## config.mk

```make
export PLATFORM = sky130hd
export DESIGN_NAME = sal_front_flat
export DESIGN_NICKNAME = d
export VERILOG_FILES = /design/src/sv/sal_pkg.sv /design/src/sv/sal_req_if.sv /design/src/sv/sal_front.sv /design/src/flat_wrapper.sv
export SDC_FILE = /design/constraint.sdc
export NUM_CORES = 2
export LEC_CHECK = 0
export BUFFER_PORTS_ARGS = -buffer_cell sky130_fd_sc_hd__buf_2
export CAP_MARGIN = 0
export CORE_AREA = 3 3 298 300
export CTS_BUF_LIST = sky130_fd_sc_hd__clkbuf_8
export DETAILED_ROUTE_END_ITERATION = 6
export DIE_AREA = 0 0 301 303
export PLACE_DENSITY = 0.47
export SLEW_MARGIN = 25
export SYNTH_ARGS = -nofsm -noshare
export SYNTH_HDL_FRONTEND = slang
export SYNTH_SLANG_ARGS = --single-unit
```

## constraint.sdc

```tcl
create_clock -name clock -period 9.7 [get_ports clock]
set_input_delay 0.485 -clock clock [delete_from_list [all_inputs] [get_ports clock]]
set_output_delay 0.485 -clock clock [all_outputs]
set_load 0.05 [all_outputs]
```

## src/sv/sal_pkg.sv

```systemverilog
`default_nettype none

package sal_pkg;

   localparam int DataWidth = 32;
   localparam int DivBitsPerStage = 2;
   localparam int DivStages = DataWidth / DivBitsPerStage;

   typedef logic signed [DataWidth-1:0] word_type;

   typedef enum logic [3:0] {
      OP_ADD  = 4'd0,
      OP_SUB  = 4'd1,
      OP_DIV  = 4'd2,
      OP_MUL  = 4'd3,
      OP_MOD  = 4'd4,
      OP_NEG  = 4'd5,
      OP_LT   = 4'd6,
      OP_LE   = 4'd7,
      OP_GT   = 4'd8,
      OP_GE   = 4'd9,
      OP_BOOL = 4'd10,
      OP_ABS  = 4'd11,
      OP_MAX  = 4'd12,
      OP_MIN  = 4'd13,
      OP_SIGN = 4'd14
   } op_type;

   // Which value the last stage picks for the result.
   typedef enum logic [1:0] {
      SEL_DIRECT   = 2'd0,
      SEL_QUOTIENT = 2'd1,
      SEL_REMAIN   = 2'd2
   } sel_type;

   // Everything that travels down the pipeline with one item.
   typedef struct packed {
      logic [DataWidth-1:0] direct;    // result of the operations that need no divider
      sel_type              sel;
      logic                 negate;    // negate the quotient or remainder
      logic                 pops;
      logic                 div_zero;
      logic [DataWidth-1:0] remain;    // partial remainder
      logic [DataWidth-1:0] shift_q;   // dividend bits shift out, quotient bits shift in
      logic [DataWidth-1:0] divisor;   // divisor magnitude
   } item_type;

   // Two's complement magnitude; the minimum integer maps to 2^31 unsigned.
   function automatic logic [DataWidth-1:0] magnitude(input logic [DataWidth-1:0] v);
      magnitude = v[DataWidth-1] ? (~v + 1'b1) : v;
   endfunction

   // One restoring division step.
   function automatic item_type div_step(input item_type it);
      logic [DataWidth:0] trial;
      item_type           nx;
      nx = it;
      trial = {it.remain, it.shift_q[DataWidth-1]} - {1'b0, it.divisor};
      if (!trial[DataWidth]) begin
         nx.remain = trial[DataWidth-1:0];
      end else begin
         nx.remain = {it.remain[DataWidth-2:0], it.shift_q[DataWidth-1]};
      end
      nx.shift_q = {it.shift_q[DataWidth-2:0], ~trial[DataWidth]};
      div_step = nx;
   endfunction

endpackage

`default_nettype wire

```

## src/sv/sal_req_if.sv

```systemverilog
`default_nettype none

interface sal_req_if;
   logic                  valid;
   logic                  ready;
   logic [3:0]            operation;
   logic signed [31:0]    second_value;
   logic signed [31:0]    top_value;

   modport source (output valid, output operation, output second_value,
                   output top_value, input ready);
   modport sink   (input valid, input operation, input second_value,
                   input top_value, output ready);
endinterface

`default_nettype wire

```

## src/sv/sal_front.sv

```systemverilog
`default_nettype none

module sal_front (
   input  wire logic              clock,
   input  wire logic              reset,
   sal_req_if.sink                req_ch,
   output sal_pkg::item_type      out_item,
   output logic                   out_valid,
   input  wire logic              out_ready
);
   import sal_pkg::*;

   logic                  valid_ff;
   item_type              item_ff;
   item_type              item_in;
   logic [DataWidth-1:0]  a;
   logic [DataWidth-1:0]  b;
   logic                  a_lt_b;
   logic                  b_lt_a;
   logic [DataWidth-1:0]  product;

   assign req_ch.ready = !valid_ff || out_ready;
   assign a = req_ch.second_value;
   assign b = req_ch.top_value;
   assign a_lt_b = $signed(a) < $signed(b);
   assign b_lt_a = $signed(b) < $signed(a);
   assign product = a * b;

   always_comb begin
      item_in          = '0;
      item_in.sel      = SEL_DIRECT;
      item_in.remain   = '0;
      item_in.shift_q  = magnitude(a);
      item_in.divisor  = magnitude(b);
      case (op_type'(req_ch.operation))
         OP_ADD: begin
            item_in.direct = a + b;
            item_in.pops   = 1'b1;
         end
         OP_SUB: begin
            item_in.direct = a - b;
            item_in.pops   = 1'b1;
         end
         OP_MUL: begin
            item_in.direct = product;
            item_in.pops   = 1'b1;
         end
         OP_DIV, OP_MOD: begin
            item_in.pops = 1'b1;
            if (b == '0) begin
               item_in.div_zero = 1'b1;
            end else if (op_type'(req_ch.operation) == OP_DIV) begin
               item_in.sel    = SEL_QUOTIENT;
               item_in.negate = a[DataWidth-1] ^ b[DataWidth-1];
            end else begin
               item_in.sel    = SEL_REMAIN;
               item_in.negate = a[DataWidth-1];
            end
         end
         OP_NEG:  item_in.direct = ~b + 1'b1;
         OP_LT: begin
            item_in.direct = {{(DataWidth-1){1'b0}}, a_lt_b};
            item_in.pops   = 1'b1;
         end
         OP_LE: begin
            item_in.direct = {{(DataWidth-1){1'b0}}, !b_lt_a};
            item_in.pops   = 1'b1;
         end
         OP_GT: begin
            item_in.direct = {{(DataWidth-1){1'b0}}, b_lt_a};
            item_in.pops   = 1'b1;
         end
         OP_GE: begin
            item_in.direct = {{(DataWidth-1){1'b0}}, !a_lt_b};
            item_in.pops   = 1'b1;
         end
         OP_BOOL: item_in.direct = {{(DataWidth-1){1'b0}}, b != '0};
         OP_ABS:  item_in.direct = magnitude(b);
         OP_MAX: begin
            item_in.direct = a_lt_b ? b : a;
            item_in.pops   = 1'b1;
         end
         OP_MIN: begin
            item_in.direct = b_lt_a ? b : a;
            item_in.pops   = 1'b1;
         end
         OP_SIGN: begin
            if (b == '0) begin
               item_in.direct = '0;
            end else if (b[DataWidth-1]) begin
               item_in.direct = '1;
            end else begin
               item_in.direct = {{(DataWidth-1){1'b0}}, 1'b1};
            end
         end
         default: item_in.direct = '0;
      endcase
   end

   always_ff @(posedge clock) begin
      if (reset) begin
         valid_ff <= 1'b0;
      end else if (req_ch.ready) begin
         valid_ff <= req_ch.valid;
      end
   end

   always_ff @(posedge clock) begin
      if (req_ch.ready && req_ch.valid) begin
         item_ff <= item_in;
      end
   end

   assign out_item  = item_ff;
   assign out_valid = valid_ff;

endmodule

`default_nettype wire

```

## src/flat_wrapper.sv

```systemverilog
// flat-port wrapper written by rule: the top's interface ports become plain ports
module sal_front_flat import sal_pkg::*;
  (clock, reset, out_item, out_valid, out_ready, req_ch_valid, req_ch_operation, req_ch_second_value, req_ch_top_value, req_ch_ready);
  sal_req_if req_ch_i ();
  input  wire logic clock;
  input  wire logic reset;
  output sal_pkg::item_type out_item;
  output logic out_valid;
  input  wire logic out_ready;
  input wire logic [$bits(req_ch_i.valid)-1:0] req_ch_valid;
  input wire logic [$bits(req_ch_i.operation)-1:0] req_ch_operation;
  input wire logic [$bits(req_ch_i.second_value)-1:0] req_ch_second_value;
  input wire logic [$bits(req_ch_i.top_value)-1:0] req_ch_top_value;
  output wire logic [$bits(req_ch_i.ready)-1:0] req_ch_ready;
  assign req_ch_i.valid = req_ch_valid;
  assign req_ch_i.operation = req_ch_operation;
  assign req_ch_i.second_value = req_ch_second_value;
  assign req_ch_i.top_value = req_ch_top_value;
  assign req_ch_ready = req_ch_i.ready;
  sal_front u_core (.clock(clock), .reset(reset), .req_ch(req_ch_i), .out_item(out_item), .out_valid(out_valid), .out_ready(out_ready));
endmodule
```

==> results_dict.tcl <==
set metrics [dict create \
    ys_seq_elements 102 \
    worst-path-buf-inv 4 \
    endpoint_kind "flop" \
    synthCells 3083 \
    drtIter0Drc 2517 \
    yosysMostFrequentCell "inv_1" \
    dp_cells 4303 \
    layout-drive-gt1-share 0.0939 \
    crit_path_start_kind "primary input" \
    clk_pin_slew_ns 0.13 \
    die_w_um 301 \
    fp.dieArea_um2 91200 \
    routedWlPerCell_um 26.8 \
    yosysTopAreaCellShare 0.317 \
    num_rows 108 \
    synthFlopType "edfxtp_1" \
    ys_types 76 \
    async_flop_share 0 \
    vias 23100 \
    cpMostUsedCell "fa_1" \
    vias_per_cell 5.35 \
    drt_first_pass_iters 5 \
    finalWirelength_um 116000 \
    gr-total-overflow 0 \
    cp_max_fo 23 \
    numCtsBuffers 9 \
    status "finished, final reports clean" \
    seq_area_frac_synth 0.118 \
    setup-violations-final 0 \
    crit_cells 24 \
    area_growth_pct 9.21 \
    layout.nets 3862 \
    core_area_um2 86500 \
    dp_hpwl_um 89300 \
    die_h_um 303 \
    portBuffers 174 \
    r2r_cells 3 \
    setup_tns_ns 0 \
    reg2reg_slack_ns 7.46 \
    critPathKind "primary input to flop" \
    synth.area.top_cells "fa_1 (32%), edfxtp_1 (12%), ha_1 (11%), inv_1 (6.7%), nor2_1 (6.2%)" \
    postSynthAreaPerCell_um2 8.39 \
    htreeDepth 3 \
    worst_pin_slew_ns 1.16 \
    clkSinkCount 102 \
    n_fill_cell 9371 \
    critical_path_arrival_ns 8.44 \
    start_util 0.299 \
    worstPathCellList "buf_2 > clkinv_1 > nor2_1 > fa_1 > inv_1 > fa_1 > fa_1 > fa_1 > inv_1 > fa_1 > ha_1 > fa_1 > fa_1 > ha_1 > nand2_1 > a2bb2oi_1 > nand3_1 > o21ai_0 > a21oi_1 > mux2i_1 > o21ai_0 > nand3_1 > nor3_1 > o211ai_1" \
    design_area_um2 28200 \
    hold_violations 0 \
    min_period_over_period 0.844 \
    drv_cap 0 \
    root_buffer "clkbuf_8" \
    ys_warn_count 0 \
    whs_path_depth 2 \
    stdcell_count 4323 \
    post_cts_buffers 0 \
    syn-cell-area_um2 25900 \
    grt_pass1_wl_um 168000 \
    ctsHoldBuffers 0 \
    cpMaxStageDelayCell "clkinv_1" \
    gp_routability_congestion 0.946 \
    clock_path_buffers 2 \
    final_antenna_net_count 0 \
    io_pins 207 \
    cts_resized 0 \
    grt_use_total 0.256 \
    synthTopCellsByCount "inv_1 (465), nor2_1 (429), fa_1 (410)" \
    yosysTopAreaCell "fa_1" \
    antenna_found_initial 9 \
    drc 0 \
    slew_headroom 0.225 \
    clock.fmax_mhz 122 \
    critPathMaxStageDelay_ns 0.81 \
    maxSlewViolCount 0 \
    postPlaceCellArea_um2 28000 \
    grt_start_max_net_pins 58 \
    worstSkewPairLatency_ns 0.49 \
    cts_tree "built" \
    hold_path_class "primary input to flop" \
    fin_crit_ns 8.19 \
    grt_pass1_vias 23300 \
    worst_ep_required_time_ns 9.95 \
    clock_skew_ns 0.0152 \
    critPathTopFamily "adder cells" \
    grt_setup_unrepaired "false" \
    synth_edf_count 101 \
]
==> per-layer routing <==
layer  share of wire  wire length (um)  track usage  vias up
met4           0.032              3750       0.0766        6
met5         0.00039                45            0        -
met2            0.45             51900        0.406     1134
met3           0.099             11500       0.0640      185
li1                -                 -            -    10000
met1            0.42             48500        0.345    11700
==> cell type report <==
type | count | area, um2 | share of cell area
Tap cell | 1155 | 1450 | 0.0512
Timing Repair Buffer | 251 | 1460 | 0.0517
Multi-Input combinational cell | 2313 | 20200 | 0.716
Clock inverter | 4 | 63.8 | 0.00226
Clock buffer | 12 | 165 | 0.00585
Sequential cell | 102 | 3050 | 0.108
Inverter | 482 | 1810 | 0.0641
Antenna cell | 4 | 10.0 | 0.000354
==> cell usage in the layout (no fill, tap or decap), types with 19 or more instances in the layout <==
| cell type | count |
|---|---|
| inv_1 | 462 |
| nor2_1 | 428 |
| fa_1 | 410 |
| nand2_1 | 311 |
| ha_1 | 221 |
| buf_2 | 174 |
| a21oi_1 | 167 |
| xnor2_1 | 132 |
| edfxtp_1 | 101 |
| o21ai_0 | 82 |
| buf_4 | 76 |
| nor3_1 | 37 |
| conb_1 | 32 |
| nand3_1 | 30 |
| o22ai_1 | 28 |
| or3_1 | 27 |
| mux2i_1 | 27 |
| a21o_1 | 23 |
| nand2b_1 | 21 |
| a31oi_1 | 21 |
| o21bai_1 | 20 |
| xor2_1 | 20 |
| o21a_1 | 19 |
| o221ai_1 | 19 |
==> cells by family after synthesis <==
logic type / Yosys count / synth area share
xor+xnor: 153 / 0.0523
mux: 28 / 0.0108
other cells: 1 / 0.000145
compound gates: 529 / 0.133
fa+ha+maj: 631 / 0.424
buf+inv: 699 / 0.106
flops: 102 / 0.118
simple gates: 940 / 0.155
==> path summary, 6_finish.rpt <==
path                             from              endpoint
setup / recovery  req_ch_top_value[3]  u_core.out_item[130]
hold / removal                  reset      u_core.out_valid
setup reg to reg     u_core.out_valid   u_core.out_item[49]
hold reg to reg      u_core.out_valid      u_core.out_valid
==> flip-flops by register name, indices dropped and copies added, names as in the netlist <==
name / cells
u_core.out_valid: 1
u_core.out_item: 101
==> stage by stage <==
step,utilization,setup slack (ns),hold WS (ns)
2_1_floorplan,-,2.36,0.554
3_3_place_gp,0.324,1.30,0.510
3_5_place_dp,0.324,1.25,0.507
4_1_cts,0.326,1.81,0.0926
5_1_grt,0.327,1.14,0.119
6_report,0.327,1.51,0.120
Power is left out: the tool's default activity adds up to more than one toggle a clock period on the data nets, which glitch-free logic cannot reach.
