--- src/sv/sal_pkg.sv ---
`default_nettype none

package sal_pkg;

   localparam int DataWidth = 32;
   localparam int DivBitsPerStage = 2;
   localparam int DivStages = DataWidth / DivBitsPerStage;

   typedef logic signed [DataWidth-1:0] word_type;

   typedef enum logic [3:0] {
      OP_ADD  = 4'd0,
      OP_SUB  = 4'd1,
      OP_DIV  = 4'd2,
      OP_MUL  = 4'd3,
      OP_MOD  = 4'd4,
      OP_NEG  = 4'd5,
      OP_LT   = 4'd6,
      OP_LE   = 4'd7,
      OP_GT   = 4'd8,
      OP_GE   = 4'd9,
      OP_BOOL = 4'd10,
      OP_ABS  = 4'd11,
      OP_MAX  = 4'd12,
      OP_MIN  = 4'd13,
      OP_SIGN = 4'd14
   } op_type;

   // Which value the last stage picks for the result.
   typedef enum logic [1:0] {
      SEL_DIRECT   = 2'd0,
      SEL_QUOTIENT = 2'd1,
      SEL_REMAIN   = 2'd2
   } sel_type;

   // Everything that travels down the pipeline with one item.
   typedef struct packed {
      logic [DataWidth-1:0] direct;    // result of the operations that need no divider
      sel_type              sel;
      logic                 negate;    // negate the quotient or remainder
      logic                 pops;
      logic                 div_zero;
      logic [DataWidth-1:0] remain;    // partial remainder
      logic [DataWidth-1:0] shift_q;   // dividend bits shift out, quotient bits shift in
      logic [DataWidth-1:0] divisor;   // divisor magnitude
   } item_type;

   // Two's complement magnitude; the minimum integer maps to 2^31 unsigned.
   function automatic logic [DataWidth-1:0] magnitude(input logic [DataWidth-1:0] v);
      magnitude = v[DataWidth-1] ? (~v + 1'b1) : v;
   endfunction

   // One restoring division step.
   function automatic item_type div_step(input item_type it);
      logic [DataWidth:0] trial;
      item_type           nx;
      nx = it;
      trial = {it.remain, it.shift_q[DataWidth-1]} - {1'b0, it.divisor};
      if (!trial[DataWidth]) begin
         nx.remain = trial[DataWidth-1:0];
      end else begin
         nx.remain = {it.remain[DataWidth-2:0], it.shift_q[DataWidth-1]};
      end
      nx.shift_q = {it.shift_q[DataWidth-2:0], ~trial[DataWidth]};
      div_step = nx;
   endfunction

endpackage

`default_nettype wire

--- src/sv/sal_div_stage.sv ---
`default_nettype none

module sal_div_stage (
   input  wire logic                 clock,
   input  wire logic                 reset,
   input  wire sal_pkg::item_type    in_item,
   input  wire logic                 in_valid,
   output logic                      in_ready,
   output sal_pkg::item_type         out_item,
   output logic                      out_valid,
   input  wire logic                 out_ready
);
   import sal_pkg::*;

   logic     valid_ff;
   item_type item_ff;
   item_type item_in;

   assign in_ready = !valid_ff || out_ready;

   always_comb begin
      item_in = in_item;
      for (int i = 0; i < DivBitsPerStage; i++) begin
         item_in = div_step(item_in);
      end
   end

   always_ff @(posedge clock) begin
      if (reset) begin
         valid_ff <= 1'b0;
      end else if (in_ready) begin
         valid_ff <= in_valid;
      end
   end

   always_ff @(posedge clock) begin
      if (in_ready && in_valid) begin
         item_ff <= item_in;
      end
   end

   assign out_item  = item_ff;
   assign out_valid = valid_ff;

endmodule

`default_nettype wire

--- config.mk ---
export PLATFORM = sky130hd
export DESIGN_NAME = sal_div_stage
export DESIGN_NICKNAME = d
export VERILOG_FILES = /design/src/sv/sal_pkg.sv /design/src/sv/sal_div_stage.sv
export SDC_FILE = /design/constraint.sdc
export NUM_CORES = 1
export LEC_CHECK = 0
export BUFFER_PORTS_ARGS = -buffer_cell sky130_fd_sc_hd__buf_2
export CORE_ASPECT_RATIO = 0.7
export CORE_MARGIN = 4
export CORE_UTILIZATION = 55
export CTS_CLUSTER_SIZE = 25
export DETAILED_ROUTE_END_ITERATION = 16
export PLACE_DENSITY = 0.91
export SKIP_CTS_REPAIR_TIMING = 1
export SLEW_MARGIN = 25
export SYNTH_ARGS = -nofsm -noshare
export SYNTH_HDL_FRONTEND = slang
export SYNTH_SLANG_ARGS = --single-unit
--- constraint.sdc ---
create_clock -name clock -period 9.8 [get_ports clock]
set_input_delay 1.47 -clock clock [delete_from_list [all_inputs] [get_ports clock]]
set_output_delay 1.47 -clock clock [all_outputs]
set_load 0.005 [all_outputs]
==> results of run 1 <==
==> synthesized netlist by cell type (3+ instances only) <==
cell       instances
nand2b_1           8
a21boi_0           4
and2_1             3
nor2_1            37
o21a_1             5
nor3_1             5
edfxtp_1         133
ha_1              64
nor2b_1            6
or2_2              3
xnor2_1           38
o21bai_1           9
nand4_1            5
a21o_1            33
o211ai_1           4
mux2_2            35
xor2_1            18
nand2_1           38
mux2_1            23
o21ai_0           24
a31oi_1            5
nand3_1            9
inv_1             52
a211oi_1           5
o31ai_1            3
clkbuf_1           7
and3_1             6
o2111ai_1          3
buf_6              4
a21oi_1           61
==> power by group <==
part | internal, mW | switching, mW | total [mW] | leakage [nW]
logic | 0.334 | 0.403 | 0.737 | 3.05
clock network | 0.391 | 0.285 | 0.676 | 0.304
registers | 0.735 | 0.0194 | 0.754 | 1.29
total | 1.46 | 0.707 | 2.17 | 4.65
==> registers in the layout, indices dropped and copies added (netlist names) <==
register / count
out_item: 133
out_valid: 1
==> worst min-delay path by stage <==
stage	to	cells past startpoint
2_1_floorplan	out_valid$_SDFFE_PP0N_	2
3_3_place_gp	out_valid$_SDFFE_PP0N_	2
3_5_place_dp	out_valid$_SDFFE_PP0N_	2
4_1_cts	out_valid$_SDFFE_PP0N_	2
5_1_grt	out_valid$_SDFFE_PP0N_	2
6_report	out_valid$_SDFFE_PP0N_	2
==> cells by family after synthesis <==
group | count (synthesis) | share of synthesized area, %
mux | 61 | 8.61
xor+xnor | 57 | 6.41
buf+inv | 65 | 3.42
fa+ha+maj | 66 | 10.4
flops | 134 | 49.7
compound gates | 180 | 14.4
simple gates | 123 | 7.08
==> routing by layer <==
layer	vias up	global-route usage [%]	part of all wire, %
li1	3131	-	-
met1	3129	34.8	43
met5	-	0	0
met4	0	4.45	0.86
met3	22	6.45	8.9
met2	345	42.4	47
==> area by class of cell <==
cell class,instances,area [um^2]
sequential,134,4010
fill,1019,3890
multi-input combinational,487,3790
timing repair buffer,274,1380
clock buffer,17,425
tap,190,238
clock inverter,15,200
inverter,52,195
antenna,1,2.50
==> critical path, cell delays in order <==
cell      delay, ns
buf_2          0.12
inv_1          0.05
ha_1           0.15
inv_1          0.06
fa_1           0.41
a21o_1         0.17
a21oi_1        0.34
o21ai_1        0.16
a311o_2        0.38
nor2_1         0.15
o21a_1         0.26
or4b_1         0.15
and3_2         0.55
o21ai_0        0.30
fa_1           0.50
nor2b_1        0.22
o31a_1         0.17
o21a_1         0.17
a41oi_1        0.14
o31ai_1        0.41
a21oi_1        0.12
o21ai_0        0.28
o221ai_1       0.30
xor2_4         0.59
buf_4          0.42
mux2_1         0.37
==> results.md, run 1 <==
- Result of the run: completed
- Max Slew Vio Count: 0
- Post-DP Area: 9620 um^2
- Register area share after synthesis: roughly 50%
- Synth Cell Area: 8080 um^2
- Site Rows: 36
- DP Cell Count: approximately 1100
- DRC viols: 0
- First-pass detailed-route iteration total: 5
- CORE AREA: between 10000 and 15000 um^2
- Final Cycle Share: 84.5%
- VDD IR-drop max: 150 uV
- Leakage: 4.65 nW
- Final net count: ~1200
- Syn nets: around 890
- Layout area overhead: 26.8%
- Min Tclk post-route: 8.29 ns
- PwrDens: between 200 and 250 nW/um^2
- Post-layout util: between 70% and 80%
- Fin Setup TNS: 0 ns
- Share of layout cells above drive strength 1: between 30% and 40%
- Endpoints failing hold: 0
- Setup crit start: in_item[63]
- Port bufs: roughly 270
- R2R depth: 3
- Fmax: 0.121 GHz
- Slew headroom: between 30% and 40%
- Via-per-instance ratio: about 5.7
- Crit Path Category: in -> reg
- DP HPWL: 17000 um
- Mean area per synthesized cell: 11.8 um^2
- DP Worst Slack: between 0.8 and 0.9 ns
- TritonCTS clock tree: built
- Post-route ant nets: 0
- RSZ-0062 raised after global routing: no
- CP required: about 10 ns
- Via count: 6627
- CTS max path bufs: 2
- Final setup margin: between 1.5 and 2 ns
- Crit. End Element: register
- Number of synthesized flops with an enable pin: approximately 130
- Maxcap violations: 0
- Reg2reg end: out_item[128]$_DFFE_PP_
- CTS clk-pin slew, worst paths: approximately 0.07 ns
- Non-Filler Instances: roughly 1200
- Gate Count Post-Synth: between 600 and 700
- Die X: 153 um
- R2R Setup Slk: roughly 7.4 ns
- Worst Setup Start Kind: input port
- WHS: around 0.52 ns
- Yosys top cell area share: 49.4%
- Effective utilization at floorplan: between 50% and 60%
- Total power: 2.17 mW
- Largest net degree at the start of global routing: a little over 70
- GRT Util Overall: between 20% and 30%
- WL/cell: around 19 um
- CTS sink cnt: approximately 130
- Async set-reset flop share out of synthesis: 0%
- Cell taking the most area after synthesis: edfxtp_1
- Maximum fanout along the worst path: 23
- CP endpoint: out_item[71]$_DFFE_PP_
- Die Area: about 17000 um^2
- Clock skew: approximately 0.014 ns
- GP Congestion: roughly 0.95
- First DRT Iteration DRCs: 664
- Grt ovf: 0
- Synth area leaders: edfxtp_1 (49%), ha_1 (9.9%), mux2_2 (4.9%)
- Die H: 109 um
- Hold WC Path Type: reg -> reg
- Top_reg_cell synth: edfxtp_1
- Initial antenna violation count: 1
- Io pins: 272
- Distinct cells, synth: 56
- Most frequent cells in the layout: buf_2 (271), edfxtp_1 (133), ha_1 (64)
- Most common library cell in the layout ignoring fill and taps: buf_2
- Worst r2r src: out_valid$_SDFFE_PP0N_
- Post-route cell area: 10200 um^2
- FF+latch count, synth: between 100 and 150
- Skew-Pair Late Insertion Delay: roughly 0.43 ns
- CTS root buf: clkbuf_16
- First-pass GRT wire length: ~33000 um
- Htree depth: 4
- Hold Startpoint: out_valid$_SDFFE_PP0N_
- Slew @ Worst Pin: about 0.9 ns
- Worst endpoint data arrival time: ~8.5 ns
- Yosys warning total: 0
- Final wirelength: approximately 22000 um
- Vias in the first global route: 6178
- CTS buffer count: 17
- # setup viols final: 0
Note: power is estimated with default switching activity, not from simulation.
==> run 2: changes to the inputs <==
--- a/config.mk
+++ b/config.mk
@@ -8,10 +8,10 @@
 export BUFFER_PORTS_ARGS = -buffer_cell sky130_fd_sc_hd__buf_2
 export CORE_ASPECT_RATIO = 0.7
 export CORE_MARGIN = 4
-export CORE_UTILIZATION = 55
+export CORE_UTILIZATION = 46
 export CTS_CLUSTER_SIZE = 25
 export DETAILED_ROUTE_END_ITERATION = 16
-export PLACE_DENSITY = 0.91
+export PLACE_DENSITY = 0.82
 export SKIP_CTS_REPAIR_TIMING = 1
 export SLEW_MARGIN = 25
 export SYNTH_ARGS = -nofsm -noshare
==> constraint.sdc (replaced) <==
create_clock -name clock -period 7.5 [get_ports clock]
set_input_delay 1.125 -clock clock [delete_from_list [all_inputs] [get_ports clock]]
set_output_delay 1.125 -clock clock [all_outputs]
set_load 0.005 [all_outputs]
==> run 2 against run 1 <==
Die area grew 18%. First-iteration DRC count shrank 11%. Sequential power grew 31%. Sequential share of layout area shrank 0.25 points. Register-to-register slack lost 2.3 ns. Final cell count grew 3.8%. Design area grew 0.65%. Worst hold slack is essentially flat. Total power grew 28%.
==> results.md, run 2 (synthesized netlist as in run 1, its figures left out) <==
- Result of the run: completed (unchanged)
- Worst Path Buf+Inv: 5 (was 4)
- Worst Setup Start Kind: input port (unchanged)
- Final Cycle Share: between 90% and 100%
- Fmax: roughly 0.14 GHz
- CORE AREA: 17200 um^2 (was 14100 um^2)
- Io pins: 272 (unchanged)
- First-pass detailed-route iteration total: 5 (unchanged)
- CTS buffer count: 17 (unchanged)
- Slew headroom: 33.4% (was 38.8%)
- WL met1: 9520 um (was 9460 um)
- Crit Path Category: in -> reg (unchanged)
- VDD IR-drop max: 145 uV (was 150 uV)
- DP HPWL: 17000 um (about the same)
- Crit path largest cell delay: 0.41 ns (was 0.59 ns)
- Top delay family on crit path: compound AO/OA/AOI/OAI gates (unchanged)
- Worst endpoint data arrival time: 7.25 ns (was 8.45 ns)
- Max Used Layer: met5 (was met4)
- Share of layout cells above drive strength 1: 36.0% (was 35.8%)
- Largest net degree at the start of global routing: 81 (was 72)
- GRT Util Overall: 21.1% (was 25.5%)
- Die Area: 19800 um^2 (was 16700 um^2)
- Max Slew Vio Count: 0 (unchanged)
- WHS: 0.521 ns (about the same)
- Maxcap violations: 0 (unchanged)
- Die H: 119 um (was 109 um)
- Effective utilization at floorplan: 46.9% (was 57.1%)
- TritonCTS clock tree: built (unchanged)
- DP Cell Count: 1182 (was 1137)
- Endpoints failing hold: 0 (unchanged)
- Skew-Pair Late Insertion Delay: 0.42 ns (was 0.43 ns)
- Filler Cell Count: 1451 (was 1019)
- Non-Filler Instances: 1215 (was 1170)
- Grt ovf: 0 (unchanged)
- Layout area overhead: 27.6% (was 26.8%)
- Final net count: 1173 (was 1169)
- Maximum fanout along the worst path: 22 (was 23)
- Port bufs: 271 (unchanged)
- GP Congestion: 0.915 (was 0.949)
- Die X: 166 um (was 153 um)
- Post-route ant nets: 0 (unchanged)
- RSZ-0062 raised after global routing: no (unchanged)
- PwrDens: 270 nW/um^2 (was 211 nW/um^2)
- CP required: 7.66 ns (was 9.96 ns)
- CTS max path bufs: 2 (unchanged)
- Hold WC Path Type: reg -> reg (unchanged)
- Leakage: 4.66 nW (was 4.65 nW)
- Initial antenna violation count: 2 (was 1)
- Final wirelength: 21800 um (was 22100 um)
- WL/cell: 17.9 um (was 18.9 um)
- Max FFs per register: 133 (unchanged)
- Via count: 6520 (was 6627)
- Met2 wire len: 10400 um (was 10500 um)
- Met3 routed WL: 1620 um (was 1950 um)
- R2R Setup Slk: 5.11 ns (was 7.43 ns)
- CTS clk-pin slew, worst paths: 0.06 ns (was 0.07 ns)
- Via-per-instance ratio: 5.37 (was 5.66)
- Vias in the first global route: 6289 (was 6178)
- Min Tclk post-route: 7.08 ns
- Htree depth: 4 (unchanged)
- CTS sink cnt: 134 (unchanged)
- Most common library cell in the layout ignoring fill and taps: buf_2 (unchanged)
- Total power: 2.78 mW (was 2.17 mW)
- # setup viols final: 0 (unchanged)
- Highest-delay cell along the critical path: fa_1 (was xor2_4)
- First DRT Iteration DRCs: 590 (was 664)
- Most frequent cells in the layout: buf_2 (271), edfxtp_1 (133), ha_1 (64) (unchanged)
- First-pass GRT wire length: 33100 um (was 33200 um)
- CTS root buf: clkbuf_16 (unchanged)
- Crit. End Element: register (unchanged)
- Site Rows: 40 (was 36)
- DRC viols: 0 (unchanged)
- Clock skew: 0.00627 ns (was 0.0139 ns)
- Slew @ Worst Pin: 0.998 ns (was 0.917 ns)
[run 2: worst paths after layout]
check	startpoint	end	cells after the start
setup reg to reg	out_valid$_SDFFE_PP0N_	out_item[72]$_DFFE_PP_	3
hold reg to reg	out_valid$_SDFFE_PP0N_	out_valid$_SDFFE_PP0N_	2
hold / removal	out_valid$_SDFFE_PP0N_	out_valid$_SDFFE_PP0N_	2
setup / recovery	in_item[63]	out_item[85]$_DFFE_PP_	27
[run 2: layout make-up]
type	count	area [um^2]	area share [%]
flip-flops and latches	134	4010	38.9
multi-input cells	487	3800	36.8
repair buffers	278	1410	13.7
clock buffers	17	425	4.12
well taps	231	289	2.80
inverters	52	195	1.89
clock inverters	15	178	1.72
diodes	1	2.50	0.0243
[run 2: per-stage QoR]
stage	setup TNS (ns)	utilization, %	area (um^2)	worst slack (ns)
6_report	0	59.9	10300	0.416
5_1_grt	0	59.9	10300	0.0211
4_1_cts	0	59.8	10300	0.278
3_5_place_dp	-1.12	56.3	9700	-0.0766
3_3_place_gp	0	56.3	9700	0.261
2_1_floorplan	0	-	8080	0.658
[run 2: layer usage]
layer | vias to the layer above | global-route usage, %
met5 | - | 0
met4 | 2 | 4.60
met3 | 24 | 5.51
met2 | 281 | 35.2
met1 | 3062 | 27.9
li1 | 3151 | -
[run 2: where the power goes]
part	switching (mW)	internal, mW
clock	0.367	0.477
sequential	0.0241	0.960
combinational	0.511	0.444
[run 2: worst min-delay path, cell delays in order, from the launching register on]
cell	delay (ns)
dfxtp_1	0.31
nand2b_1	0.10
a21oi_1	0.07
==> run 3: changes to the inputs <==
--- a/config.mk
+++ b/config.mk
@@ -5,12 +5,14 @@
 export SDC_FILE = /design/constraint.sdc
 export NUM_CORES = 1
 export LEC_CHECK = 0
-export BUFFER_PORTS_ARGS = -buffer_cell sky130_fd_sc_hd__buf_2
+export CELL_PAD_IN_SITES_DETAIL_PLACEMENT = 0
+export CELL_PAD_IN_SITES_GLOBAL_PLACEMENT = 1
 export CORE_ASPECT_RATIO = 0.7
 export CORE_MARGIN = 4
-export CORE_UTILIZATION = 46
+export CORE_UTILIZATION = 45
 export CTS_CLUSTER_SIZE = 25
 export DETAILED_ROUTE_END_ITERATION = 16
+export DONT_BUFFER_PORTS = 1
 export PLACE_DENSITY = 0.82
 export SKIP_CTS_REPAIR_TIMING = 1
 export SLEW_MARGIN = 25
==> run 3 against run 2 <==
Clock power rose by 3.0%. Total power fell by 2.6%. Clock skew barely moved. Critical path type unchanged. Die area rose by 2.1%. Worst hold slack improved by 0.058 ns. Wire length fell by 4.7%. Sequential cell count did not move. Critical path depth did not move. Setup slack improved by 0.059 ns. Largest power group unchanged. Via count fell by 17%. Register-to-register slack got worse by 0.03 ns. Critical endpoint is now out_item[93]$_DFFE_PP_. Fmax rose by 0.84%.
==> results.md, run 3 (synthesized netlist as in run 1, its figures left out) <==
- GP Congestion: 0.909 (was 0.915)
- Slew @ Worst Pin: 0.938 ns (was 0.998 ns)
- WHS: 0.579 ns (was 0.521 ns)
- Crit. End Element: register (unchanged)
- Via count: 5391 (was 6520)
- Final net count: 906 (was 1173)
- Htree depth: 4 (unchanged)
- First-pass GRT wire length: 31500 um (was 33100 um)
- CTS buffer count: 17 (unchanged)
- CP required: 7.67 ns (was 7.66 ns)
- Worst endpoint data arrival time: 7.20 ns (was 7.25 ns)
- Most frequent cells in the layout: edfxtp_1 (133), ha_1 (64), a21oi_1 (61) (was buf_2 (271), edfxtp_1 (133), ha_1 (64))
- R2R depth: 3 (unchanged)
- Layout area overhead: 11.5% (was 27.6%)
- Post-route cell area: 9010 um^2 (was 10300 um^2)
- Io pins: 272 (unchanged)
- Initial antenna violation count: 0 (was 2)
- CTS sink cnt: 134 (unchanged)
- CORE AREA: 17400 um^2 (was 17200 um^2)
- Result of the run: completed (unchanged)
- Fmax: 0.142 GHz (was 0.141 GHz)
- Clock power frac: 32.0% (was 30.3%)
- Maxcap violations: 0 (unchanged)
- Switch Pwr: 863 uW (was 902 uW)
- DP HPWL: 16600 um (was 17000 um)
- Via-per-instance ratio: 5.69 (was 5.37)
- First DRT Iteration DRCs: 312 (was 590)
- CTS max path bufs: 2 (unchanged)
- Final Cycle Share: 93.7% (was 94.5%)
- DP Cell Count: 915 (was 1182)
- # setup viols final: 0 (unchanged)
- Post-route ant nets: 0 (unchanged)
- Filler Cell Count: 1506 (was 1451)
- CTS clk-pin slew, worst paths: 0.06 ns (about the same)
- Vias in the first global route: 5321 (was 6289)
- CTS root buf: clkbuf_16 (unchanged)
- Final wirelength: 20800 um (was 21800 um)
- Max FFs per register: 133 (unchanged)
- Port bufs: 0 (was 271)
- Non-Filler Instances: 947 (was 1215)
- Post-DP Area: 8400 um^2 (was 9700 um^2)
- Endpoints failing hold: 0 (unchanged)
- Part of the power in registers: 37.8% (was 35.4%)
- Antenna diodes: 0 (was 1)
- Die Area: 20200 um^2 (was 19800 um^2)
- TritonCTS clock tree: built (unchanged)
- Sw Share: 31.8% (was 32.4%)
- First-pass detailed-route iteration total: 5 (unchanged)
- Most common library cell in the layout ignoring fill and taps: edfxtp_1 (was buf_2)
- Largest net degree at the start of global routing: 77 (was 81)
- Effective utilization at floorplan: 46.5% (was 46.9%)
- DRC viols: 0 (unchanged)
- Total power: 2.71 mW (was 2.78 mW)
- Hold WC Path Type: reg -> reg (unchanged)
- Leakage: 3.63 nW (was 4.66 nW)
- Grt ovf: 0 (unchanged)
- Min Tclk post-route: 7.03 ns (was 7.08 ns)
- Fin Setup TNS: 0 ns (unchanged)
- WL/cell: 21.9 um (was 17.9 um)
- Worst Setup Start Kind: input port (unchanged)
- GRT Util Overall: 20.1% (was 21.1%)
- Hold Startpoint: out_valid$_SDFFE_PP0N_ (unchanged)
- Crit Path Category: in -> reg (unchanged)
- Share of layout cells above drive strength 1: 12.0% (was 36.0%)
- Clock skew: 0.00608 ns (was 0.00627 ns)
- Slew headroom: 37.5% (was 33.4%)
- VDD IR-drop max: 129 uV (was 145 uV)
- Worst hold path cell count: 2 (unchanged)
- Maximum fanout along the worst path: 20 (was 22)
- RSZ-0062 raised after global routing: no (unchanged)
- Die H: 120 um (was 119 um)
- R2R Setup Slk: 5.08 ns (was 5.11 ns)
- Worst r2r src: out_valid$_SDFFE_PP0N_ (unchanged)
- Internal power: 1.85 mW (was 1.88 mW)
- Skew-Pair Late Insertion Delay: 0.43 ns (was 0.42 ns)
- Setup crit start: in_item[63] (unchanged)
- Die X: 168 um (was 166 um)
- PwrDens: 301 nW/um^2 (was 270 nW/um^2)
- Max Slew Vio Count: 0 (unchanged)
- Logic gate share of total power: 30.2% (was 34.3%)
- Site Rows: 40 (unchanged)
==> run 3: stage by stage <==
| step | setup slack, ns | utilization (%) |
|---|---|---|
| after global routing | 0.0364 | 51.9 |
| after global placement | 0.321 | 48.4 |
| after detailed placement | 0.0532 | 48.4 |
| final | 0.475 | 51.9 |
| after floorplan | 0.658 | - |
| after CTS | 0.500 | 51.9 |
==> run 3: final cells by class <==
class	count	area, um^2	share of cell area (%)
Clock buffer	17	425	4.72
Clock inverter	15	186	2.07
Timing Repair Buffer	11	108	1.19
Inverter	52	195	2.17
Sequential cell	134	4010	44.5
Tap cell	231	289	3.21
Multi-Input combinational cell	487	3790	42.1
==> run 3: worst paths after layout <==
| path | end |
|---|---|
| max | out_item[93]$_DFFE_PP_ |
| min | out_valid$_SDFFE_PP0N_ |
| max reg2reg | out_item[119]$_DFFE_PP_ |
| min reg2reg | out_valid$_SDFFE_PP0N_ |
==> run 3: layer usage <==
layer | vias up | GRT usage, % | routed length (um)
met5 | - | 0 | 0
met4 | 0 | 4.92 | 165
met3 | 13 | 8.33 | 1860
met2 | 219 | 31.2 | 9530
met1 | 2559 | 26.4 | 9220
li1 | 2600 | - | -
==> run 3: worst max-delay path, cell delays in order <==
cell       delay [ns]
inv_1            0.04
ha_1             0.16
inv_1            0.06
fa_1             0.41
a21o_1           0.17
a21oi_1          0.25
o21ai_1          0.16
a311o_2          0.38
nor2_1           0.16
o21a_1           0.26
nand2_1          0.06
and3_1           0.18
buf_12           0.17
o21ai_0          0.36
inv_1            0.09
ha_1             0.28
nor2b_1          0.24
o211ai_1         0.16
a211o_1          0.29
a31oi_1          0.23
o211a_1          0.23
o2111ai_1        0.20
a311o_1          0.46
o31a_1           0.36
o21ai_0          0.29
xnor2_1          0.10
mux2_1           0.30
==> run 3: power by group through the flow <==
stage	clock (mW)	sequential, mW	combinational, mW
floorplan	0	1.02	0.642
global placement	0	1.05	0.797
detailed placement	0	1.04	0.808
CTS	0.888	1.03	0.816
global route	0.928	1.03	0.905
finish	0.869	1.02	0.819
