## config.mk

```make
export PLATFORM = sky130hd
export DESIGN_NAME = sal_back_flat
export DESIGN_NICKNAME = d
export VERILOG_FILES = /design/src/sv/sal_pkg.sv /design/src/sv/sal_rsp_if.sv /design/src/sv/sal_back.sv /design/src/flat_wrapper.sv
export SDC_FILE = /design/constraint.sdc
export NUM_CORES = 1
export LEC_CHECK = 0
export ABC_CLOCK_PERIOD_IN_PS = 7000
export BUFFER_PORTS_ARGS = -buffer_cell sky130_fd_sc_hd__clkbuf_2
export CAP_MARGIN = 20
export CELL_PAD_IN_SITES_DETAIL_PLACEMENT = 1
export CELL_PAD_IN_SITES_GLOBAL_PLACEMENT = 2
export CORE_UTILIZATION = 26
export CTS_CLUSTER_SIZE = 14
export DETAILED_ROUTE_END_ITERATION = 16
export PLACE_DENSITY = 0.95
export SYNTH_ARGS = -nofsm -noshare
export SYNTH_HDL_FRONTEND = slang
export SYNTH_SLANG_ARGS = --single-unit
```

## constraint.sdc

```tcl
create_clock -name clock -period 7 [get_ports clock]
set_clock_uncertainty 0.15 [all_clocks]
set_input_delay 1.05 -clock clock [delete_from_list [all_inputs] [get_ports clock]]
set_output_delay 1.05 -clock clock [all_outputs]
set_load 0.01 [all_outputs]
```

## src/sv/sal_pkg.sv

```systemverilog
`default_nettype none

package sal_pkg;

   localparam int DataWidth = 32;
   localparam int DivBitsPerStage = 2;
   localparam int DivStages = DataWidth / DivBitsPerStage;

   typedef logic signed [DataWidth-1:0] word_type;

   typedef enum logic [3:0] {
      OP_ADD  = 4'd0,
      OP_SUB  = 4'd1,
      OP_DIV  = 4'd2,
      OP_MUL  = 4'd3,
      OP_MOD  = 4'd4,
      OP_NEG  = 4'd5,
      OP_LT   = 4'd6,
      OP_LE   = 4'd7,
      OP_GT   = 4'd8,
      OP_GE   = 4'd9,
      OP_BOOL = 4'd10,
      OP_ABS  = 4'd11,
      OP_MAX  = 4'd12,
      OP_MIN  = 4'd13,
      OP_SIGN = 4'd14
   } op_type;

   // Which value the last stage picks for the result.
   typedef enum logic [1:0] {
      SEL_DIRECT   = 2'd0,
      SEL_QUOTIENT = 2'd1,
      SEL_REMAIN   = 2'd2
   } sel_type;

   // Everything that travels down the pipeline with one item.
   typedef struct packed {
      logic [DataWidth-1:0] direct;    // result of the operations that need no divider
      sel_type              sel;
      logic                 negate;    // negate the quotient or remainder
      logic                 pops;
      logic                 div_zero;
      logic [DataWidth-1:0] remain;    // partial remainder
      logic [DataWidth-1:0] shift_q;   // dividend bits shift out, quotient bits shift in
      logic [DataWidth-1:0] divisor;   // divisor magnitude
   } item_type;

   // Two's complement magnitude; the minimum integer maps to 2^31 unsigned.
   function automatic logic [DataWidth-1:0] magnitude(input logic [DataWidth-1:0] v);
      magnitude = v[DataWidth-1] ? (~v + 1'b1) : v;
   endfunction

   // One restoring division step.
   function automatic item_type div_step(input item_type it);
      logic [DataWidth:0] trial;
      item_type           nx;
      nx = it;
      trial = {it.remain, it.shift_q[DataWidth-1]} - {1'b0, it.divisor};
      if (!trial[DataWidth]) begin
         nx.remain = trial[DataWidth-1:0];
      end else begin
         nx.remain = {it.remain[DataWidth-2:0], it.shift_q[DataWidth-1]};
      end
      nx.shift_q = {it.shift_q[DataWidth-2:0], ~trial[DataWidth]};
      div_step = nx;
   endfunction

endpackage

`default_nettype wire

```

## src/sv/sal_rsp_if.sv

```systemverilog
`default_nettype none

interface sal_rsp_if;
   logic                  valid;
   logic                  ready;
   logic signed [31:0]    result_value;
   logic                  pops_one;
   logic                  divide_by_zero;

   modport source (output valid, output result_value, output pops_one,
                   output divide_by_zero, input ready);
   modport sink   (input valid, input result_value, input pops_one,
                   input divide_by_zero, output ready);
endinterface

`default_nettype wire

```

## src/sv/sal_back.sv

```systemverilog
`default_nettype none

module sal_back (
   input  wire logic                 clock,
   input  wire logic                 reset,
   input  wire sal_pkg::item_type    in_item,
   input  wire logic                 in_valid,
   output logic                      in_ready,
   sal_rsp_if.source                 rsp_ch
);
   import sal_pkg::*;

   logic                  valid_ff;
   logic [DataWidth-1:0]  result_ff;
   logic                  pops_ff;
   logic                  div_zero_ff;
   logic [DataWidth-1:0]  result_in;
   logic [DataWidth-1:0]  raw;

   assign in_ready = !valid_ff || rsp_ch.ready;

   always_comb begin
      case (in_item.sel)
         SEL_QUOTIENT: raw = in_item.shift_q;
         SEL_REMAIN:   raw = in_item.remain;
         default:      raw = in_item.direct;
      endcase
      result_in = (in_item.negate && in_item.sel != SEL_DIRECT) ? (~raw + 1'b1) : raw;
   end

   always_ff @(posedge clock) begin
      if (reset) begin
         valid_ff <= 1'b0;
      end else if (in_ready) begin
         valid_ff <= in_valid;
      end
   end

   always_ff @(posedge clock) begin
      if (in_ready && in_valid) begin
         result_ff   <= result_in;
         pops_ff     <= in_item.pops;
         div_zero_ff <= in_item.div_zero;
      end
   end

   assign rsp_ch.valid          = valid_ff;
   assign rsp_ch.result_value   = result_ff;
   assign rsp_ch.pops_one       = pops_ff;
   assign rsp_ch.divide_by_zero = div_zero_ff;

endmodule

`default_nettype wire

```

## src/flat_wrapper.sv

```systemverilog
// flat-port wrapper written by rule: the top's interface ports become plain ports
module sal_back_flat import sal_pkg::*;
  (clock, reset, in_item, in_valid, in_ready, rsp_ch_valid, rsp_ch_result_value, rsp_ch_pops_one, rsp_ch_divide_by_zero, rsp_ch_ready);
  sal_rsp_if rsp_ch_i ();
  input  wire logic clock;
  input  wire logic reset;
  input  wire sal_pkg::item_type in_item;
  input  wire logic in_valid;
  output logic in_ready;
  output wire logic [$bits(rsp_ch_i.valid)-1:0] rsp_ch_valid;
  output wire logic [$bits(rsp_ch_i.result_value)-1:0] rsp_ch_result_value;
  output wire logic [$bits(rsp_ch_i.pops_one)-1:0] rsp_ch_pops_one;
  output wire logic [$bits(rsp_ch_i.divide_by_zero)-1:0] rsp_ch_divide_by_zero;
  input wire logic [$bits(rsp_ch_i.ready)-1:0] rsp_ch_ready;
  assign rsp_ch_valid = rsp_ch_i.valid;
  assign rsp_ch_result_value = rsp_ch_i.result_value;
  assign rsp_ch_pops_one = rsp_ch_i.pops_one;
  assign rsp_ch_divide_by_zero = rsp_ch_i.divide_by_zero;
  assign rsp_ch_i.ready = rsp_ch_ready;
  sal_back u_core (.clock(clock), .reset(reset), .in_item(in_item), .in_valid(in_valid), .in_ready(in_ready), .rsp_ch(rsp_ch_i));
endmodule
```

==> results of run 1 <==
[critical path, stage by stage]
cell and delay (ps):
clkbuf_2 90, inv_1 50, ha_2 630, buf_4 540, a21oi_1 220, or3_1 500
nor4_4 580, a41oi_1 240, xor2_1 200
[kinds of logic after synthesis]
kind of cell               share of synthesized area
buffers and inverters                         0.0595
xor gates and xnor gates                      0.0962
AOI/OAI and AO/OA                              0.178
and+or+nand+nor                                0.138
muxes                                          0.129
adders and majority gates                     0.0183
DFF                                            0.381
[power breakdown]
group / internal [µW] / leakage [µW] / switching [µW]
logic: 101 / 0.00117 / 131
registers: 263 / 0.000339 / 6.01
clock network: 104 / 0.0000556 / 73.8
[per-stage QoR]
| stage | utilization | std cells | area [µm²] | setup WS (ps) | hold WS (ps) |
|---|---|---|---|---|---|
| 2_1_floorplan | - | 241 | 2730 | 3630 | 443 |
| 3_3_place_gp | 0.342 | 507 | 3500 | 2480 | 343 |
| 3_5_place_dp | 0.342 | 507 | 3500 | 2390 | 387 |
| 4_1_cts | 0.353 | 515 | 3610 | 2700 | 397 |
| 5_1_grt | 0.353 | 515 | 3610 | 2500 | 430 |
| 6_report | 0.353 | 515 | 3610 | 2750 | 386 |
[cells in the final DEF, fill, tap and decap left out, types with 2 or more instances in the layout]
| cell | Yosys | layout |
|---|---|---|
| a21oi_1 | 9 | 9 |
| a22o_1 | 24 | 24 |
| a22oi_1 | 8 | 8 |
| a31oi_1 | 9 | 9 |
| a41oi_1 | 7 | 7 |
| buf_4 | 2 | 4 |
| clkbuf_2 | 0 | 140 |
| clkbuf_8 | 0 | 5 |
| edfxtp_1 | 34 | 34 |
| ha_1 | 4 | 3 |
| inv_1 | 8 | 8 |
| mux2i_1 | 8 | 8 |
| mux2i_2 | 10 | 10 |
| mux2i_4 | 6 | 6 |
| nand2_1 | 11 | 11 |
| nand2b_1 | 3 | 3 |
| nand3_1 | 4 | 4 |
| nand4_1 | 2 | 2 |
| nand4_2 | 2 | 2 |
| nor2_1 | 17 | 17 |
| nor3_1 | 4 | 4 |
| nor3_2 | 3 | 3 |
| nor4_4 | 2 | 2 |
| o21ai_0 | 9 | 9 |
| xnor2_1 | 22 | 22 |
| xor2_1 | 8 | 8 |
[Yosys cell counts, types with 2 or more instances]
cell type / n / share of area
a21oi_1: 9 / 0.016
a22o_1: 24 / 0.077
a22oi_1: 8 / 0.022
a31oi_1: 9 / 0.021
a41oi_1: 7 / 0.022
buf_12: 2 / 0.015
buf_2: 2 / 0.0037
buf_4: 2 / 0.0055
buf_6: 5 / 0.021
clkbuf_1: 3 / 0.0041
edfxtp_1: 34 / 0.37
ha_1: 4 / 0.018
inv_1: 8 / 0.011
mux2i_1: 8 / 0.029
mux2i_2: 10 / 0.050
mux2i_4: 6 / 0.049
nand2_1: 11 / 0.015
nand2b_1: 3 / 0.0069
nand3_1: 4 / 0.0073
nand4_1: 2 / 0.0046
nand4_2: 2 / 0.0092
nor2_1: 17 / 0.023
nor3_1: 4 / 0.0073
nor3_2: 3 / 0.011
nor4_4: 2 / 0.016
o21ai_0: 9 / 0.016
xnor2_1: 22 / 0.071
xor2_1: 8 / 0.026
[cell type report]
cell class | count | area [µm²]
clock buffer | 5 | 68.8
clock inverter | 3 | 38.8
fill | 1194 | 6620
inverter | 8 | 30.0
multi-input combinational | 184 | 1530
sequential | 35 | 1040
tap | 136 | 170
timing repair buffer | 144 | 731
[layer usage]
layer | track usage | routed length (µm) | up-vias
met5 | 0 | 0 | -
met4 | 0.0306 | 66 | 0
met3 | 0.0301 | 372 | 6
met2 | 0.299 | 4500 | 76
met1 | 0.165 | 3140 | 1153
li1 | - | - | 1196
[state kept, by name, indices dropped and copies added, names as in the netlist]
signal / cells
u_core.rsp_ch.divide_by_zero: 1
u_core.rsp_ch.pops_one: 1
u_core.rsp_ch.result_value: 32
u_core.rsp_ch.valid: 1
[how the worst max path moves through the flow]
stage / startpoint / endpoint / slack, ps / depth (start not counted)
2_1_floorplan: in_item[99] / u_core.rsp_ch.result_value[30] / 3630 / 11
3_3_place_gp: in_item[100] / u_core.rsp_ch.result_value[31] / 2480 / 9
3_5_place_dp: in_item[100] / u_core.rsp_ch.result_value[29] / 2390 / 9
4_1_cts: in_item[100] / u_core.rsp_ch.result_value[29] / 2700 / 9
5_1_grt: in_item[99] / u_core.rsp_ch.result_value[29] / 2500 / 9
6_report: in_item[100] / u_core.rsp_ch.result_value[29] / 2750 / 9
==> flow_metrics.env, run 1 <==
export IMPL_avgSynthCellArea_um2=11.3
export IMPL_fin_setup_tns_ps=0
export IMPL_cts_root_buf="clkbuf_8"
export IMPL_path_clk_slew_ps=60
export IMPL_tightest_slew_ps=958
export IMPL_ctsHoldBuffers=0
export IMPL_critical_path_required_ps=6870
export IMPL_pwr_density_cell_nw_per_um2=188
export IMPL_firstDrtPassIters=4
export IMPL_die_area_um2=10900
export IMPL_grt_pass1_vias=2604
export IMPL_min_to="u_core.rsp_ch.valid"
export IMPL_first_iter_violations=101
export IMPL_rsz0062_at_grt="false"
export IMPL_seq_area_frac_synth=0.381
export IMPL_fmax_ghz=0.235
export IMPL_critPathArrivalTime_ps=4120
export IMPL_die_height_um=104
export IMPL_clock_sinks=35
export IMPL_design_core_area_um2=10200
export IMPL_drc=0
export IMPL_wl_mm=8.08
export IMPL_via_per_inst=4.72
export IMPL_port_buffers=140
export IMPL_htreeDepth=2
export IMPL_r2r_slack_ps=5560
export IMPL_synth_area_um2=2730
export IMPL_synthFlopType="edfxtp_1"
export IMPL_worst_path_max_fanout=34
export IMPL_hold_class="reg2reg"
export IMPL_grt_start_max_net_pins=35
export IMPL_syn_nets=382
export IMPL_post_cts_setup_buffer_count=0
export IMPL_die_w_um=104
export IMPL_worstReg2RegEnd="u_core.rsp_ch.result_value[25]"
export IMPL_grt_pass1_wl_mm=12.9
export IMPL_reg2reg_depth=3
export IMPL_final_antenna_net_count=0
export IMPL_cts_tree="yes"
export IMPL_globalplace_congestion=0.832
export IMPL_drive_above_1_share=0.475
export IMPL_fin_crit_ps=4250
export IMPL_max_slew_margin=0.361
export IMPL_slew_violations=0
export IMPL_wl_per_cell_um=15.7
export IMPL_vias=2431
export IMPL_start_util=0.267
export IMPL_area_delta_synth_final_pct=32.2
export IMPL_timing_rr_start="u_core.rsp_ch.valid"
export IMPL_vdd_drop_max_uv=68.8
export IMPL_diodes=0
export IMPL_p_leak_uw=0.00157
export IMPL_async_flop_share=0
export IMPL_synth_edff_count=34
export IMPL_grt_antenna_before_repair=0
export IMPL_cts_max_path_buffers=2
export IMPL_critPathCaptureType="register"
export IMPL_rows=37
export IMPL_ctsResizeCount=0
export IMPL_finalSetupViolCount=0
export IMPL_place_hpwl_mm=6.59
export IMPL_worstHoldPathCells=2
export IMPL_path_class="in2reg"
export IMPL_overflow=0
export IMPL_start_kind="input port"
export IMPL_io_pins=173
export IMPL_maxCapViolCount=0
export IMPL_synth_cell_types=41
export IMPL_syn_inst=241
export IMPL_p_total_uw=680
export IMPL_hold_viol=0
export IMPL_synth_warnings=0
export IMPL_numCtsBuffers=5
export IMPL_synth_seq_cells=35
export IMPL_status="finished, final reports clean"
export IMPL_fin_crit_sh=0.608
export IMPL_clk_latency_ps=280
export IMPL_final_nets=519
export IMPL_grt_use_total=0.152
export IMPL_min_from="u_core.rsp_ch.valid"
(Power assumes the default switching activity.)
==> run 2: changes to the inputs <==
Settings changed: ABC_CLOCK_PERIOD_IN_PS 7000 to 4400, CORE_UTILIZATION 26 to 24, PLACE_DENSITY 0.95 to 0.9.
Clock period 7 ns to 4.4 ns, I/O delays scaled along.
==> run 2 against run 1 <==
Compared with the run above: sequential share of layout area shrank 0.34 points; non-clock buffer count up 1; power is 67% higher; count of clock-buffer cells in the layout rose by 3; highest routed layer unchanged; critical path type unchanged; final cell count up 0.97%; global-route usage is essentially flat; flip-flop and latch count unchanged; register-to-register slack got worse by 2800 ps; design area grew 1.2%; first-iteration DRC count is 3.0% higher.
==> flow_metrics.env, run 2 (same netlist as run 1, synthesis figures left out) <==
export IMPL_min_from="u_core.rsp_ch.valid"
export IMPL_globalplace_congestion=0.783
export IMPL_fin_crit_ps=3680
export IMPL_final_nets=520
export IMPL_area_delta_synth_final_pct=33.7
export IMPL_overflow=0
export IMPL_cts_max_path_buffers=2
export IMPL_placed_area_um2=3520
export IMPL_vdd_drop_max_uv=127
export IMPL_grt_pass1_wl_mm=13.4
export IMPL_path_buf_inv=4
export IMPL_cp_slowest_stage_delay_ps=790
export IMPL_clock_sinks=35
export IMPL_ctsResizeCount=0
export IMPL_rows=38
export IMPL_die_height_um=109
export IMPL_fmax_ghz=0.272
export IMPL_critPathArrivalTime_ps=3550
export IMPL_numCtsBuffers=5
export IMPL_whs_ps=364
export IMPL_cp_slowest_cell="ha_2"
export IMPL_cts_tree="yes"
export IMPL_p_leak_uw=0.00158
export IMPL_start_util=0.249
export IMPL_drive_above_1_share=0.474
export IMPL_fin_crit_sh=0.837
export IMPL_place_hpwl_mm=6.96
export IMPL_wl_mm=8.60
export IMPL_pwr_density_cell_nw_per_um2=312
export IMPL_final_area_um2=3650
export IMPL_grt_start_max_net_pins=35
export IMPL_mostFrequentLayoutCell="clkbuf_2"
export IMPL_hold_class="reg2reg"
export IMPL_firstDrtPassIters=4
export IMPL_rsz0062_at_grt="false"
export IMPL_critical_path_required_ps=4270
export IMPL_port_buffers=140
export IMPL_r2r_slack_ps=2760
export IMPL_final_util=0.333
export IMPL_path_class="in2reg"
export IMPL_fin_setup_tns_ps=0
export IMPL_crit_chain="clkbuf_2 -> inv_1 -> ha_2 -> buf_4 -> buf_4 -> mux2i_1 -> nand3_1 -> nor3_2 -> a41oi_1 -> xor2_1"
export IMPL_die_area_um2=11800
export IMPL_slew_violations=0
export IMPL_worstHoldPathCells=2
export IMPL_layout_common_cells="clkbuf_2, edfxtp_1, a22o_1"
export IMPL_clk_latency_ps=270
export IMPL_status="finished, final reports clean"
export IMPL_ctsHoldBuffers=0
export IMPL_diodes=0
export IMPL_hold_viol=0
export IMPL_wl_per_cell_um=16.5
export IMPL_start_kind="input port"
export IMPL_via_per_inst=4.75
export IMPL_post_cts_setup_buffer_count=0
export IMPL_min_to="u_core.rsp_ch.valid"
export IMPL_largest_register_ffs=32
export IMPL_final_antenna_net_count=0
export IMPL_io_pins=173
export IMPL_timing_rr_start="u_core.rsp_ch.valid"
export IMPL_path_clk_slew_ps=50
export IMPL_vias=2472
export IMPL_first_iter_violations=104
export IMPL_htreeDepth=2
export IMPL_worstReg2RegEnd="u_core.rsp_ch.result_value[17]"
export IMPL_tightest_slew_ps=968
export IMPL_grt_antenna_before_repair=0
export IMPL_crit_family="buffers and inverters"
export IMPL_maxCapViolCount=0
export IMPL_worst_path_max_fanout=21
export IMPL_critPathCaptureType="register"
export IMPL_reg2reg_depth=2
export IMPL_layout_setup_ws_ps=719
export IMPL_drc=0
export IMPL_grt_pass1_vias=2610
export IMPL_die_w_um=109
export IMPL_preCtsSetupSlack_ps=383
export IMPL_grt_use_total=0.152
export IMPL_finalSetupViolCount=0
export IMPL_crit_path_frequent_cell="buf_4"
export IMPL_cts_root_buf="clkbuf_16"
export IMPL_design_core_area_um2=11000
export IMPL_max_slew_margin=0.354
==> run 2: how the worst max path moves through the flow <==
stage	startpoint	slack, ps	to	cells past startpoint
floorplan	in_item[99]	1420	u_core.rsp_ch.result_value[30]	11
global placement	in_item[100]	480	u_core.rsp_ch.result_value[29]	10
detailed placement	in_item[100]	380	u_core.rsp_ch.result_value[29]	10
CTS	in_item[100]	670	u_core.rsp_ch.result_value[29]	10
global route	in_item[99]	460	u_core.rsp_ch.result_value[29]	10
finish	in_item[100]	720	u_core.rsp_ch.result_value[29]	10
==> run 2: through the flow <==
step | total power (µW) | cells
after floorplan | 687 | 241
after CTS | 1160 | 520
after global routing | 1200 | 520
after global placement | 803 | 512
final | 1140 | 520
after detailed placement | 816 | 512
==> run 2: metal layers <==
metal / share of wire / global-route usage / up-vias
met4: 0.013 / 0.0444 / 0
li1: - / - / 1201
met5: 0 / 0 / -
met3: 0.062 / 0.0287 / 8
met2: 0.49 / 0.271 / 94
met1: 0.44 / 0.185 / 1169
==> run 2: worst min-delay path, cell delays in order, from the launching register on <==
cell,delay (ps)
dfxtp_1,300
nand2b_1,90
a21oi_1,70
==> run 2: cell type report <==
class                           count  area (µm²)
Multi-Input combinational cell    184        1530
Timing Repair Buffer              145         738
Tap cell                          140         175
Sequential cell                    35        1040
Clock buffer                        8         136
Inverter                            8        30.0
Fill cell                        1285        7330
==> run 2: where the power goes <==
part           leakage (µW)  switching, µW  internal (µW)
combinational       0.00118            212            162
sequential         0.000339           9.05            420
clock             0.0000652            126            210
total               0.00158            346            792
==> run 3: changes to the inputs <==
Settings changed: ABC_CLOCK_PERIOD_IN_PS 4400 to 3300, CORE_UTILIZATION 24 to 22, PLACE_DENSITY 0.9 to 0.87.
Clock period 4.4 ns to 3.3 ns, I/O delays scaled along.
==> run 3 against run 2 <==
Compared with the run above: utilization is 1.6 points lower; largest power group unchanged; power is 43% higher; die area is 8.9% higher; non-clock buffer count is 11 higher; critical path type unchanged; first-iteration DRC count is 60% lower; final cell count is 7.5% higher.
==> flow_metrics.env, run 3 (same netlist as run 1, synthesis figures left out) <==
export IMPL_tightest_slew_ps=879
export IMPL_firstDrtPassIters=4
export IMPL_final_cells=559
export IMPL_clk_latency_ps=270
export IMPL_fin_crit_ps=2960
export IMPL_cts_tree="yes"
export IMPL_path_class="in2reg"
export IMPL_max_slew_margin=0.414
export IMPL_via_per_inst=4.46
export IMPL_path_clk_slew_ps=60
export IMPL_hold_class="in2reg"
export IMPL_cts_max_path_buffers=2
export IMPL_reg2reg_depth=2
export IMPL_vias=2493
export IMPL_rsz0062_at_grt="false"
export IMPL_maxCapViolCount=0
export IMPL_multi_input_comb_area_um2=1530
export IMPL_worstReg2RegEnd="u_core.rsp_ch.result_value[26]"
export IMPL_mostFrequentLayoutCell="clkbuf_2"
export IMPL_p_total_uw=1630
export IMPL_drc=0
export IMPL_final_antenna_net_count=0
export IMPL_nFillCells=1396
export IMPL_grt_antenna_before_repair=0
export IMPL_numCtsBuffers=5
export IMPL_wl_mm=8.38
export IMPL_die_w_um=113
export IMPL_die_area_um2=12900
export IMPL_worst_path_max_fanout=16
export IMPL_combPwrFrac=0.319
export IMPL_place_inst=551
export IMPL_pwr_share_seq=0.350
export IMPL_rows=40
export IMPL_diodes=0
export IMPL_min_from="reset"
export IMPL_vdd_drop_max_uv=163
export IMPL_grt_pass1_vias=2663
export IMPL_drive_above_1_share=0.496
export IMPL_post_cts_setup_buffer_count=0
export IMPL_worstHoldPathCells=2
export IMPL_hold_viol=0
export IMPL_critPathArrivalTime_ps=2830
export IMPL_critPathCaptureType="register"
export IMPL_ctsResizeCount=0
export IMPL_final_nets=531
export IMPL_fin_setup_tns_ps=0
export IMPL_clock_sinks=35
export IMPL_p_leak_uw=0.00166
export IMPL_layout_setup_ws_ps=342
export IMPL_min_to="u_core.rsp_ch.valid"
export IMPL_pwr_density_cell_nw_per_um2=428
export IMPL_htreeDepth=2
export IMPL_area_delta_synth_final_pct=39.7
export IMPL_grt_pass1_wl_mm=13.4
export IMPL_grt_start_max_net_pins=35
export IMPL_internal_power_uw=1150
export IMPL_critical_path_required_ps=3170
export IMPL_globalplace_congestion=0.755
export IMPL_ctsHoldBuffers=0
export IMPL_p_switching_uw=483
export IMPL_largest_register_ffs=32
export IMPL_wl_per_cell_um=15.0
export IMPL_finalSetupViolCount=0
export IMPL_place_hpwl_mm=7.15
export IMPL_first_iter_violations=42
export IMPL_start_kind="input port"
export IMPL_regArea_um2=1040
export IMPL_fin_crit_sh=0.896
export IMPL_grt_use_total=0.134
export IMPL_die_height_um=113
export IMPL_overflow=0
export IMPL_r2r_slack_ps=1660
export IMPL_preCtsSetupSlack_ps=69.7
export IMPL_start_util=0.226
export IMPL_design_core_area_um2=12100
export IMPL_layout_common_cells="clkbuf_2, edfxtp_1, a22o_1"
export IMPL_fmax_ghz=0.338
export IMPL_timing_rr_start="u_core.rsp_ch.valid"
export IMPL_slew_violations=0
export IMPL_status="finished, final reports clean"
export IMPL_swShare=0.296
export IMPL_clkPwrFrac=0.331
export IMPL_port_buffers=140
export IMPL_io_pins=173
export IMPL_cts_root_buf="clkbuf_16"
==> run 3: changes by cell type in the layout (fill, tap and decap cells not counted), sizes merged <==
cell    previous run  this run
clkinv             0         2
buf                5        16
bufinv             0         1
clkbuf           148       145
==> run 3: per-stage QoR <==
step / utilization / hold slack [ps] / area, µm²
final: 0.316 / 224 / 3810
after global routing: 0.316 / 230 / 3810
after CTS: 0.316 / 227 / 3810
after detailed placement: 0.302 / 391 / 3650
after global placement: 0.302 / 372 / 3650
after floorplan: - / 414 / 2730
==> run 3: power by group through the flow <==
stage / clock network, µW / logic [µW] / registers (µW)
2_1_floorplan: 0 / 307 / 609
3_3_place_gp: 0 / 518 / 580
3_5_place_dp: 0 / 529 / 581
4_1_cts: 552 / 530 / 572
5_1_grt: 569 / 571 / 576
6_report: 541 / 520 / 571
==> run 3: worst max path at each step <==
stage	start	endpoint	cells past startpoint
finish	in_item[100]	u_core.rsp_ch.result_value[18]	12
global route	in_item[99]	u_core.rsp_ch.result_value[22]	11
CTS	in_item[100]	u_core.rsp_ch.result_value[18]	12
detailed placement	in_item[100]	u_core.rsp_ch.result_value[18]	12
global placement	in_item[100]	u_core.rsp_ch.result_value[18]	12
floorplan	in_item[99]	u_core.rsp_ch.result_value[30]	11
==> run 3: per-layer routing <==
metal,GRT usage,up-vias,share of wire
met3,0.0319,4,0.061
li1,-,1222,-
met2,0.252,87,0.50
met5,0,-,0
met4,0.0184,0,0.0038
met1,0.158,1180,0.43
==> run 3: area by class of cell <==
| type | instances | area share |
|---|---|---|
| well taps | 168 | 0.0551 |
| multi-input cells | 184 | 0.401 |
| inverters | 8 | 0.00787 |
| clock inverters | 3 | 0.0115 |
| repair buffers | 156 | 0.218 |
| clock buffers | 5 | 0.0328 |
| flip-flops and latches | 35 | 0.273 |
==> run 3: critical path, stage by stage <==
cell and delay, ps:
clkbuf_2 90, inv_1 60, ha_2 410, buf_12 210, nor2_1 70, a21oi_1 280
inv_1 110, ha_1 230, nand2b_1 240, nor3_1 150, a41oi_1 370, xnor2_1 110
